==> src/design/pnc_pkg.sv <==
// Types and constants shared by the palette nearest-color search block.
package pnc_pkg;

  localparam logic [1:0] OP_WRITE = 2'd0;
  localparam logic [1:0] OP_READ  = 2'd1;
  localparam logic [1:0] OP_FIND  = 2'd2;

  localparam logic REG_COLORS_USED      = 1'b0;
  localparam logic REG_COLORS_IMPORTANT = 1'b1;

  // Command kinds after classification.
  localparam logic [1:0] K_ZERO  = 2'd0;  // answer all zeros, no state change
  localparam logic [1:0] K_WRITE = 2'd1;
  localparam logic [1:0] K_READ  = 2'd2;
  localparam logic [1:0] K_QUERY = 2'd3;

  localparam int CNT_W  = 9;
  localparam int DIST_W = 18;
  localparam logic [DIST_W-1:0] START_DISTANCE = 18'd200000;

  localparam int QUEUE_DEPTH = 2;
  localparam int QUEUE_PTR_W = 1;

  typedef struct packed {
    logic [1:0]       kind;
    logic [7:0]       entry_index;
    logic [7:0]       red;
    logic [7:0]       green;
    logic [7:0]       blue;
    logic [7:0]       alpha;
    logic [CNT_W-1:0] count;
  } cmd_t;

endpackage

==> src/design/pnc_queue.sv <==
// Two-entry command queue between front and back end.
module pnc_queue import pnc_pkg::*; (
  input  logic clk,
  input  logic rst,
  input  logic push,
  input  cmd_t din,
  output logic full,
  input  logic pop,
  output logic valid,
  output cmd_t dout
);

  cmd_t                   slots [QUEUE_DEPTH];
  logic [QUEUE_PTR_W-1:0] wr_ptr;
  logic [QUEUE_PTR_W-1:0] rd_ptr;
  logic [QUEUE_PTR_W:0]   fill;

  assign full  = (fill == (QUEUE_PTR_W+1)'(QUEUE_DEPTH));
  assign valid = (fill != '0);
  assign dout  = slots[rd_ptr];

  always_ff @(posedge clk) begin
    if (push) begin
      slots[wr_ptr] <= din;
    end
  end

  always_ff @(posedge clk) begin
    if (rst) begin
      wr_ptr <= '0;
      rd_ptr <= '0;
      fill   <= '0;
    end else begin
      if (push) begin
        wr_ptr <= wr_ptr + 1'b1;
      end
      if (pop) begin
        rd_ptr <= rd_ptr + 1'b1;
      end
      case ({push, pop})
        2'b10:   fill <= fill + 1'b1;
        2'b01:   fill <= fill - 1'b1;
        default: fill <= fill;
      endcase
    end
  end

endmodule

==> config.mk <==
export PLATFORM = sky130hd
export DESIGN_NAME = pnc_queue
export DESIGN_NICKNAME = d
export VERILOG_FILES = /design/src/design/pnc_pkg.sv /design/src/design/pnc_queue.sv
export SDC_FILE = /design/constraint.sdc
export NUM_CORES = 1
export LEC_CHECK = 0
export BUFFER_PORTS_ARGS = -buffer_cell sky130_fd_sc_hd__buf_2
export CAP_MARGIN = 20
export CELL_PAD_IN_SITES_DETAIL_PLACEMENT = 1
export CELL_PAD_IN_SITES_GLOBAL_PLACEMENT = 1
export CORE_MARGIN = 1
export CORE_UTILIZATION = 46
export DETAILED_ROUTE_END_ITERATION = 16
export GPL_TIMING_DRIVEN = 0
export PLACE_DENSITY = 0.86
export REMOVE_ABC_BUFFERS = 1
export SYNTH_ARGS = -nofsm -noshare
export SYNTH_HDL_FRONTEND = slang
export SYNTH_SLANG_ARGS = --single-unit
==> constraint.sdc <==
create_clock -name clk -period 6.2 [get_ports clk]
set_clock_uncertainty 0.2 [all_clocks]
set_input_delay 1.55 -clock clk [delete_from_list [all_inputs] [get_ports clk]]
set_output_delay 1.55 -clock clk [all_outputs]
set_load 0.05 [all_outputs]
; ---- Word-level counts from Yosys, hierarchy flattened
; Memory sizes are Yosys's and may differ from the RTL's. A register that Yosys moved wholly into a read port is not among the register bits.
; Index checks and enable logic that the tools add are counted.
[classes]
eq_ne = 3
add_sub_neg = 4
mux = 5
reduce_logical = 2
[ops]
columns = cell, count
row1 = $eq A2 B2 Y1 const B, 2
row2 = $mux W1, 4
row3 = $pmux W2 S2, 1
row4 = $reduce_bool A2 Y1, 2
row5 = $add A1 B1 Y1 const B, 2
row6 = $add A2 B1 Y2 const B, 1
row7 = $eq A2 B1 Y1 const B, 1
row8 = $sub A2 B1 Y2 const B, 1
[word_totals]
mem_bits_rw = 102
n_memories = 1
out_inout_bits = 53
regBits = 4
[mem_list]
columns = memory, words, word_bits, rd, rd_ports_with_merged_regs, write_ports, line_no
row1 = slots, 2, 51, 1, 1, 1, pnc_queue.sv:13  ; cmd_t slots [QUEUE_DEPTH];

; ---- Longest topological paths before layout
[logic_depth]
word_depth = 3
ltp_mapped = 5
mapped_depth_nobuf = 5

; ---- Least setup slack after synthesis
; OpenSTA, ideal clock, no wires.
[synth_timing]
path_kind = input to register
start = input port push
end = memory slots[0][0] in the netlist's numbering, enable pin
stages = 2
arrival_ns = 3.749
required_ns = 5.539
slack_ns = 1.790
path_cell_list = inv_1 nor2_1
[synth_between]
elab_chain_cells = 2
[synth_rtl]
columns = element, line_no
row1 = "start, declared", pnc_queue.sv:5  ; input logic push,
row2 = $mux W1, pnc_queue.sv:23  ; if (push) begin
row3 = $mux W1 (implied by the code), pnc_queue.sv:24  ; slots[wr_ptr] <= din;
row4 = "end, declared", pnc_queue.sv:13
; No other way between the ends.

==> reports/results.tsv <==
metric	value	unit
final period utilization	0.5988	
post-layout min period	3.713	ns
Vias/cell	4.850	
synth unique cells	15	
Worst R2R Path Depth	2	
antenna diode count	0	
1st-iter DRT viols	54	
Hold Fails Final Rpt	0	
DRT antenna net count	0	
grt met3 use	0.04693	
Die Y	93.78	µm
Clock Latency Late Sink	0.35	ns
number of H-tree levels	3	
Warnings, synthesis	0	
final setup vio count	0	
Root Driver	clkbuf_8	
post-synthesis cell area	3875	µm²
busiest metal layer after global routing	met2	
met2 Use GR	0.2847	
Mapped Cells	181	
R2R Setup Slk	4.42	ns
first-pass GRT wire length	10.48	mm
nets@finish	352	
peak supply drop	0.0001976	V
drc violations	0	
Required @ worst endpoint	4.45	ns
Starting Density	0.4740	
Worst path max stage delay	0.75	ns
Worst path top cell family by delay	flip-flops	
GRT Overall Usage	0.1638	
Worst-Margin Slew	0.6456	ns
GRT overflow	0	
commonest non-fill, non-tap cell in the layout	buf_2	
Arr. time, crit path	1.96	ns
Setup CP Type	flip-flop to primary output	
initial antenna violation count	0	
layout cells sized above 1	0.5980	
Maximum Capacitance Violations	0	
Crit-path slowest cell	dfxtp_2	
hold depth	2	
DRT Pass-1 Iters	4	
synthesis-to-layout area growth	23.22	%
Slew headroom	0.5686	
post-cts resize count	0	
CTS tree	built	
Hold WC Path Type	flip-flop to flip-flop	
gpl congestion	0.6542	
Startpoint Class	flip-flop	
largest net degree at the start of global routing	33	
unrepaired setup endpoints after global routing	false	
R2R Path End	slots[1][9]	
clk slew on worst S/H paths	0.09	ns
CTS sink cnt	107	
IO Count	108	
Reg2Reg Launch Point	wr_ptr	
Pins Over Slew Limit	0	
# Post-CTS Setup Buffers	0	
#FFs+latches synth	107	
most frequent cells in the layout	buf_2, edfxtp_1, mux2_2, clkbuf_8	
Cell Pwr Density	327.1	nW/µm²
Die ar.	8795	µm²
Syn Area/Cell	21.41	µm²
Cell Area, Placed	4582	µm²
Seq/Total Area, Yosys	0.8163	
Bufs and invs on worst path	2	
CTS buffer count	9	
max frequency	269.3	MHz
maximum clock insertion buffer count	2	
Core ar.	8175	µm²
status	completed	
DP HPWL	4.779	mm
Leak	1.777	nW
# hold bufs at CTS	0	
I/O Buffers	107	
die width	93.78	µm
via count	1969	
Row Count	33	
min-delay src	rd_ptr	
Final Cell Area	4775	µm²
Critical Path End Type	primary output	
post-route setup TNS	0	ns
CP Cell Sequence	buf_12 > mux2_2 > buf_2	
final WL	6.839	mm
met1 Resource Use GR	0.1836	
CP Max Fanout	26	
vias in the first global route	2120	
WL/cell	16.84	µm
## sequential cells by signal (all words and copies together) (netlist names), named ones only
name    flops
wr_ptr      1
fill        2
slots     102
rd_ptr      1
## how the worst max path moves through the flow
| stage | startpoint | to | slack [ns] | cells past startpoint |
|---|---|---|---|---|
| after floorplan | push | slots[0][0] | 1.79 | 2 |
| after global placement | push | slots[0][19] | 0.49 | 3 |
| after detailed placement | flip-flop | dout[50] | 2.83 | 3 |
| after CTS | flip-flop | dout[50] | 2.41 | 3 |
| after global routing | flip-flop | dout[50] | 2.33 | 3 |
| final | flip-flop | dout[1] | 2.49 | 3 |
## metrics by stage
| step | instances | setup slack, ns | util | hold WS (ns) | power, mW |
|---|---|---|---|---|---|
| CTS | 406 | 2.413 | 0.5840 | 0.3170 | 1.581 |
| floorplan | 175 | 1.790 | - | 0.2564 | 1.087 |
| global route | 406 | 2.328 | 0.5840 | 0.3541 | 1.619 |
| detailed placement | 390 | 2.829 | 0.5605 | 0.2964 | 1.170 |
| finish | 406 | 2.487 | 0.5840 | 0.3234 | 1.562 |
| global placement | 387 | 0.4917 | 0.5519 | 0.2841 | 1.158 |
## metal layers
metal | part of all wire | wire, µm
met5 | 0 | 0
met2 | 0.53 | 3628
met3 | 0.061 | 414
met1 | 0.39 | 2678
met4 | 0.017 | 117
## tightest hold or removal path, cell delays in order, from the launching register on
cell     delay [ns]
dfxtp_1        0.34
xnor2_1        0.08
nor2_1         0.07
## power breakdown
group          internal [mW]  total (mW)  leakage [nW]  switching [mW]
logic                 0.0864       0.289         0.691           0.203
clock network          0.187       0.413        0.0866           0.226
registers              0.841       0.860         0.999          0.0187
## logic make-up (layout without fill, tap and decap cells)
family	count (synthesis)	count (layout)	share of synthesized area
simple gates	9	9	0.01195
xor+xnor	4	4	0.009043
compound gates	2	2	0.002581
fa+ha+maj	1	1	0.003228
flops	107	107	0.8163
buf+inv	7	127	0.008717
mux	51	51	0.1482
## final cells by class
class                      count  area, µm²
clock buffer                  10      127.6
sequential                   107       3164
timing repair buffer         110      595.6
fill                         762       3401
inverter                       1      3.754
tap                          105      131.4
multi-input combinational     67      686.9
clock inverter                 6      65.06
## cells in the mapped netlist (all sizes together)
cell      n  share of area
or2       1         0.0016
and2      1         0.0016
o21ai     1         0.0013
xnor2     3         0.0068
edfxtp  102           0.79
nor2      5         0.0048
a21oi     1         0.0013
inv       1        0.00097
ha        1         0.0032
xor2      1         0.0023
dfxtp     5          0.026
buf       6         0.0077
or3       1         0.0016
mux2     51           0.15
and2b     1         0.0023
(Power assumes the default switching activity.)
