`src/design/pnc_pkg.sv`:
```
// Types and constants shared by the palette nearest-color search block.
package pnc_pkg;

  localparam logic [1:0] OP_WRITE = 2'd0;
  localparam logic [1:0] OP_READ  = 2'd1;
  localparam logic [1:0] OP_FIND  = 2'd2;

  localparam logic REG_COLORS_USED      = 1'b0;
  localparam logic REG_COLORS_IMPORTANT = 1'b1;

  // Command kinds after classification.
  localparam logic [1:0] K_ZERO  = 2'd0;  // answer all zeros, no state change
  localparam logic [1:0] K_WRITE = 2'd1;
  localparam logic [1:0] K_READ  = 2'd2;
  localparam logic [1:0] K_QUERY = 2'd3;

  localparam int CNT_W  = 9;
  localparam int DIST_W = 18;
  localparam logic [DIST_W-1:0] START_DISTANCE = 18'd200000;

  localparam int QUEUE_DEPTH = 2;
  localparam int QUEUE_PTR_W = 1;

  typedef struct packed {
    logic [1:0]       kind;
    logic [7:0]       entry_index;
    logic [7:0]       red;
    logic [7:0]       green;
    logic [7:0]       blue;
    logic [7:0]       alpha;
    logic [CNT_W-1:0] count;
  } cmd_t;

endpackage

```
`src/design/pnc_front.sv`:
```
// Front end: accepts items and classifies them into queued commands.
module pnc_front import pnc_pkg::*; #(
  parameter int PALETTE_DEPTH = 256
) (
  input  logic             in_valid,
  output logic             in_ready,
  input  logic [1:0]       opcode,
  input  logic [7:0]       entry_index,
  input  logic [7:0]       red,
  input  logic [7:0]       green,
  input  logic [7:0]       blue,
  input  logic [7:0]       alpha,
  input  logic [CNT_W-1:0] colors_used,
  input  logic [CNT_W-1:0] colors_important,
  input  logic             q_full,
  output logic             q_push,
  output cmd_t             q_cmd
);

  localparam logic [CNT_W-1:0] DEPTH_CNT = CNT_W'(PALETTE_DEPTH);

  logic             in_range;
  logic [CNT_W-1:0] base_cnt;
  logic [CNT_W-1:0] lim_cnt;
  logic [CNT_W-1:0] eff_cnt;

  always_comb begin
    in_range = ({1'b0, entry_index} < colors_used) &&
               (CNT_W'(entry_index) < DEPTH_CNT);
    base_cnt = (colors_important == '0) ? colors_used : colors_important;
    lim_cnt  = (colors_used > DEPTH_CNT) ? DEPTH_CNT : colors_used;
    eff_cnt  = (base_cnt > lim_cnt) ? lim_cnt : base_cnt;
  end

  always_comb begin
    q_cmd.entry_index = entry_index;
    q_cmd.red         = red;
    q_cmd.green       = green;
    q_cmd.blue        = blue;
    q_cmd.alpha       = alpha;
    q_cmd.count       = eff_cnt;
    case (opcode)
      OP_WRITE: q_cmd.kind = in_range ? K_WRITE : K_ZERO;
      OP_READ:  q_cmd.kind = in_range ? K_READ : K_ZERO;
      // a palette not in use answers index zero
      OP_FIND:  q_cmd.kind = (colors_used == '0) ? K_ZERO : K_QUERY;
      default:  q_cmd.kind = K_ZERO;
    endcase
  end

  assign in_ready = !q_full;
  assign q_push   = in_valid && !q_full;

endmodule

```
`config.mk`:
```
export PLATFORM = sky130hd
export DESIGN_NAME = pnc_front
export DESIGN_NICKNAME = d
export VERILOG_FILES = /design/src/design/pnc_pkg.sv /design/src/design/pnc_front.sv
export SDC_FILE = /design/constraint.sdc
export NUM_CORES = 1
export LEC_CHECK = 0
export ABC_AREA = 1
export BUFFER_PORTS_ARGS = -buffer_cell sky130_fd_sc_hd__buf_4
export CAP_MARGIN = 20
export CORE_UTILIZATION = 30
export DETAILED_ROUTE_END_ITERATION = 6
export PLACE_DENSITY_LB_ADDON = 0.08
export SYNTH_ARGS = -nofsm -noshare
export SYNTH_HDL_FRONTEND = slang
export SYNTH_SLANG_ARGS = --single-unit
```
`constraint.sdc`:
```
create_clock -name vclk -period 2.7
set_input_delay 0.54 -clock vclk [all_inputs]
set_output_delay 0.54 -clock vclk [all_outputs]
set_load 0.1 [all_outputs]
```
# Word level (Yosys, flattened, before mapping)

Index checks and enable logic that the tools add are counted.

Register bits: 0
Input port bits: 62
Output and inout port bits: 53

$lt $le $gt $ge: 3
Equality and inequality tests: 2
Mux-type cells: 7
Reduce and logical (&&, ||, !) cells: 5

Operators by type and width:

| operator                                                        | number |
|---|---|
| 9-bit 2-to-1 mux                                                | 3 |
| 9-bit logical NOT                                               | 2 |
| 9-bit > comparator                                              | 1 |
| 9-bit > comparator, second input constant                       | 1 |
| 8-bit by 9-bit < comparator with 1-bit output                   | 1 |
| 2-bit case mux with 3 select lines                              | 1 |
| 2-bit 2-to-1 mux                                                | 2 |
| 2-bit by 1-bit == test with 1-bit output, second input constant | 1 |
| 2-bit == test, second input constant                            | 1 |
| 2-bit logical NOT                                               | 1 |
| 1-bit logical AND                                               | 1 |
| 1-bit logical NOT                                               | 1 |
| 1-bit 2-to-1 mux                                                | 1 |

# Longest topological paths before layout

Gate-level depths: netlist of run 1.

Word-level depth: 4
Mapped depth: 19
Depth with buffers taken out: 19

# Worst setup path after synthesis of run 1

No wires, ideal clock.

Path kind: input to output
Start point: input port colors_used[5]
End point: output port q_cmd[0] (netlist bit)
Arrival: 2.701 ns
Slack: -0.541 ns
Stages on the path: 19
Buffers on the path: 0
Path through: inv_1 nand4_1 nor2_1 nor2_1 nor2_1 inv_1 ha_1 nand2_1 nor2_1 nand2_1 nand3_1 nand2_1 nand2_1 nand2_1 nand2_2 nand2_4 nand2_4 nand2_1 nand2_1

RTL lines:

| what               | line            | source |
|---|---|---|
| start: declaration | pnc_front.sv:13 | `input logic [CNT_W-1:0] colors_used,` |
| end: declaration   | pnc_front.sv:17 | `output cmd_t q_cmd` |

==> results of run 1 <==
## cell type report
| class | count | area share (%) |
|---|---|---|
| inverter | 35 | 7.36 |
| multi-input combinational | 109 | 47.0 |
| timing repair buffer | 114 | 43.2 |
| tap | 46 | 2.47 |
## path summary, 6_finish.rpt
check / to / slack, ns / cells past startpoint
max: q_cmd[4] / -0.50 / 21
min: q_cmd[11] / 1.08 / 0
## metrics by stage
step	utilization (%)	hold slack, ns	std cells
after floorplan	-	1.29	184
after global placement	53.0	1.08	284
after detailed placement	53.0	1.08	284
after CTS	61.8	1.08	300
after global routing	67.7	1.08	304
final	67.7	1.08	304
## worst max-delay path: stages
cell and delay (ns):
buf_8 0.11, inv_12 0.04, nand4_1 0.10, nor2_2 0.19, nor2_4 0.10, nor2_4 0.13, inv_1 0.09, ha_4 0.25
nand2_1 0.07, nand2_1 0.05, nand2_1 0.05, nand3_1 0.07, nand2_1 0.06, nand2_1 0.04, nand2_1 0.06, nand2_2 0.06
nand2_4 0.12, buf_12 0.15, nand3_4 0.09, nand2_8 0.10, buf_12 0.16
## power by group
part | internal [mW] | switching, mW | total (mW)
logic | 0.251 | 0.388 | 0.639
registers | 0 | 0 | 0
clock network | 0 | 0 | 0
## routing by layer
| layer | vias up | global-route usage, % | share of wire [%] |
|---|---|---|---|
| met3 | 22 | 2.74 | 5.3 |
| met4 | 0 | 6.98 | 3.0 |
| met2 | 49 | 33.6 | 51 |
| met1 | 602 | 21.0 | 41 |
| li1 | 690 | - | - |
| met5 | - | 0 | 0 |
## logic make-up after synthesis
family          synth area share (%)
compound gates                  9.28
buf+inv                         39.0
simple gates                    34.7
fa+ha+maj                       17.0
## repair_timing
action	4_1_cts	5_1_grt
pin swaps	14	16
setup buffers	16	4
resized for setup	45	36
endpoints found under the setup margin	8	10
## cell usage in the layout, fill, tap and decap left out, types with 2 or more instances in the layout
| cell type | count |
|---|---|
| nand3_4 | 5 |
| o21ai_2 | 2 |
| nand4_1 | 2 |
| nor2_1 | 7 |
| inv_1 | 17 |
| nor2_2 | 6 |
| buf_4 | 96 |
| ha_1 | 12 |
| nand2_4 | 9 |
| inv_4 | 6 |
| nand3_2 | 5 |
| nor2_4 | 4 |
| nand2_8 | 9 |
| inv_12 | 2 |
| buf_6 | 8 |
| o21ai_4 | 3 |
| nand4_4 | 2 |
| nand2_1 | 17 |
| buf_12 | 9 |
| nand2_2 | 7 |
| inv_2 | 10 |
| nand3_1 | 3 |
| o21ai_1 | 4 |
| a21oi_1 | 4 |
| ha_4 | 3 |
==> impl_metrics.csv, run 1 <==
group,metric,value,unit
outcome,status,"finished with violations",
outcome,failed_checks,"setup timing",
critical_path,cp_data_arrival_time,2.66,ns
layout,drive_above_1_share,73.6,%
timing,worst_pin_slew,0.467,ns
grt,grt_max_degree,10,
drt,wirelength,3890,um
grt,grt_pass1_vias,1389,
synth,synth_area,1110,um2
timing,fin_crit_sh,119,%
grt,antenna_found_initial,0,
placed_design,port_buffers,51,
layout,multi_input_area,1090,um2
drt,drcViolationCount,0,
synth,synthTopCellsByArea,"buf_4, ha_1, nand2_1",
floorplanning,fp.coreArea,3440,um2
synth,ys_types,20,
floorplanning,fp-row-count,21,
flow_run,maxCapViolCount,0,
layout,fin_area,2330,um2
floorplanning,die_w,62.7,um
critical_path,cp_max_fo,6,
synth,synth_top_area_share,27.1,%
worst_hold_path,hold_class,"primary input to primary output",
layout,clkbuf_count,0,
synth,synthTopCellsByCount,"buf_4, nand2_1, inv_1",
drt,dr.pass1.iters,4,
timing,max_freq,312,MHz
power_and_ir_drop,max-vdd-ir-drop,146,uV
timing,layout_min_cycle_time,3.20,ns
timing,setup_ws,-0.501,ns
timing,setup_tns,-3.89,ns
floorplanning,io_pins,115,
grt,grtUsageTotal,18.3,%
timing,slew_headroom,68.8,%
drt,vias,1363,
placed_design,place.gp.congestion,0.840,
timing,finalHoldViolations,0,
placed_design,hpwl,2850,um
placed_design,place_area,1820,um2
synth,ys_warn_count,0,
synth,synth_area_per_cell,6.01,um2
critical_path,crit_path_end_kind,"primary output",
placed_design,place_worst_setup_slack,-0.673,ns
synth,syn_nets,261,
drt,drtAntennaViolNets,0,
synth,synth.most_common_cell,"buf_4",
grt,grt_pass1_wl,5980,um
drt,initialDrtViolationCount,37,
drt,wl_per_cell,12.8,um
layout,seqCellArea,0,um2
power_and_ir_drop,power.leakage,1.19,nW
timing,drv_slew,0,
layout,antenna_cells,0,
drt,via_per_inst,4.48,
floorplanning,die_area,3930,um2
layout,fillers,278,
cts,ctsHoldBuffers,0,
floorplanning,initial_core_util,32.1,%
layout,seq_cells,0,
worst_hold_path,min_from,"alpha[2]",
timing,setup_viol,8,
layout,syn2layout_area_growth,111,%
critical_path,critPathLaunchType,"primary input",
critical_path,crit_start,"colors_used[1]",
synth,synth_seq_area_share,0,%
power_and_ir_drop,power.total,639,uW
layout,final_nets,337,
synth,synth_cells,184,
power_and_ir_drop,powerDensity,274,nW/um2
grt,globalRouteOverflowTotal,0,
critical_path,path_class,"primary input to primary output",
synth,yosysTopAreaCell,"buf_4",
floorplanning,chipHeight,62.7,um
timing,rsz0062_at_grt,"true",
critical_path,crit_required,2.16,ns
(Power assumes the default switching activity.)
==> inputs of run 2 (changes only) <==
--- a/config.mk
+++ b/config.mk
@@ -14,3 +14,4 @@
 export SYNTH_ARGS = -nofsm -noshare
 export SYNTH_HDL_FRONTEND = slang
 export SYNTH_SLANG_ARGS = --single-unit
+export TNS_END_PERCENT = 20
==> impl_metrics.csv, run 2 (synthesis results as in run 1) <==
group,metric,value,unit
layout,seq_cells,0,
layout,drive_above_1_share,71.4,%
floorplanning,fp.coreArea,3440,um2
timing,setup_ws,-0.485,ns
layout,stdcell_count,298,
timing,worst_pin_slew,0.278,ns
layout,clkbuf_count,0,
layout,antenna_cells,0,
layout,utilization,62.3,%
power_and_ir_drop,max-vdd-ir-drop,136,uV
power_and_ir_drop,power.leakage,1.12,nW
grt,grt_pass1_wl,5970,um
floorplanning,fp-row-count,21,
layout,seqCellArea,0,um2
outcome,status,"finished with violations",
outcome,failed_checks,"setup timing",
timing,max_freq,314,MHz
grt,antenna_found_initial,0,
layout,mostFrequentLayoutCells,"buf_4, nand2_1, inv_2, inv_1, nand2_4",
worst_hold_path,hold_class,"primary input to primary output",
power_and_ir_drop,p_switching,365,uW
drt,initialDrtViolationCount,42,
floorplanning,io_pins,115,
critical_path,crit_required,2.16,ns
power_and_ir_drop,switching_share,61.6,%
layout,fin_area,2140,um2
power_and_ir_drop,powerDensity,277,nW/um2
critical_path,path_class,"primary input to primary output",
critical_path,cp_max_fo,5,
grt,globalRouteOverflowTotal,0,
drt,via_per_inst,4.47,
placed_design,port_buffers,51,
timing,fin_crit_sh,118,%
floorplanning,die_area,3930,um2
power_and_ir_drop,pwr-share-comb,100.0,%
placed_design,placed_cells,279,
floorplanning,initial_core_util,32.1,%
critical_path,crit_path_end_kind,"primary output",
floorplanning,chipHeight,62.7,um
power_and_ir_drop,p_seq_share,0,%
layout,final_nets,331,
cts,ctsHoldBuffers,0,
critical_path,critPathLaunchType,"primary input",
timing,drv_slew,0,
power_and_ir_drop,intPower,228,uW
timing,slew_headroom,81.4,%
layout,layout_commonest_cell,"buf_4",
worst_hold_path,min_path_cells,0,
drt,wirelength,3800,um
worst_hold_path,min_from,"alpha[5]",
critical_path,cp_data_arrival_time,2.65,ns
placed_design,place.gp.congestion,0.805,
timing,finalHoldViolations,0,
grt,grt_max_degree,10,
timing,setup_viol,8,
power_and_ir_drop,power.total,593,uW
drt,vias,1331,
placed_design,hpwl,2770,um
timing,fin_hold_ws,1.08,ns
placed_design,place_worst_setup_slack,-0.652,ns
timing,setup_tns,-3.47,ns
placed_design,place_area,1620,um2
layout,fillers,301,
grt,grt_pass1_vias,1349,
drt,dr.pass1.iters,4,
grt,grtUsageTotal,18.4,%
timing,rsz0062_at_grt,"true",
worst_hold_path,min_to,"q_cmd[14]",
drt,wl_per_cell,12.7,um
flow_run,maxCapViolCount,0,
floorplanning,die_w,62.7,um
timing,layout_min_cycle_time,3.19,ns
power_and_ir_drop,clkPwrFrac,0,%
layout,syn2layout_area_growth,93.8,%
drt,drtAntennaViolNets,0,
drt,drcViolationCount,0,
run 2: critical path: stages:
cell	delay, ns
buf_6	0.10
inv_12	0.03
nand4_1	0.08
nor2_2	0.07
nor2_4	0.22
nor2_4	0.07
buf_4	0.14
buf_4	0.12
buf_4	0.12
buf_4	0.12
buf_4	0.12
buf_4	0.12
buf_4	0.13
buf_4	0.13
buf_4	0.13
buf_4	0.13
nand2_2	0.06
nand2_2	0.06
buf_12	0.16
run 2: worst max path at each step:
stage | start | to | slack (ns)
2_1_floorplan | colors_used[4] | q_cmd[49] | -0.41
3_3_place_gp | colors_used[6] | q_cmd[1] | -0.59
3_5_place_dp | colors_used[6] | q_cmd[1] | -0.65
6_report | colors_used[6] | q_cmd[2] | -0.49
4_1_cts | colors_used[2] | q_cmd[3] | -0.43
5_1_grt | colors_used[1] | q_cmd[6] | -0.61
run 2: cell type report:
cell class                      count  area (um2)  share of cell area, %
Tap cell                           46        57.6                   2.69
Inverter                           35         169                   7.88
Multi-Input combinational cell    110         976                   45.5
Timing Repair Buffer              107         941                   43.9
run 2: routing by layer:
layer  track usage, %  vias up  routed length, um
met3             2.01       26                263
li1                 -      677                  -
met2             33.4       57               1870
met5                0        -                  0
met1             21.2      571               1490
met4             8.43        0                178
run 2: power by group through the flow:
stage	Combinational (mW)	Sequential [mW]	Clock, mW
after global routing	0.624	0	0
after CTS	0.546	0	0
final	0.593	0	0
after floorplan	0.543	0	0
after detailed placement	0.459	0	0
after global placement	0.455	0	0
run 2: what timing repair did:
action | CTS | global route
cloned | 1 | 0
setup buffers | 14 | 4
endpoints found under the setup margin | 8 | 8
gates resized for setup | 60 | 31
pin swaps | 24 | 22
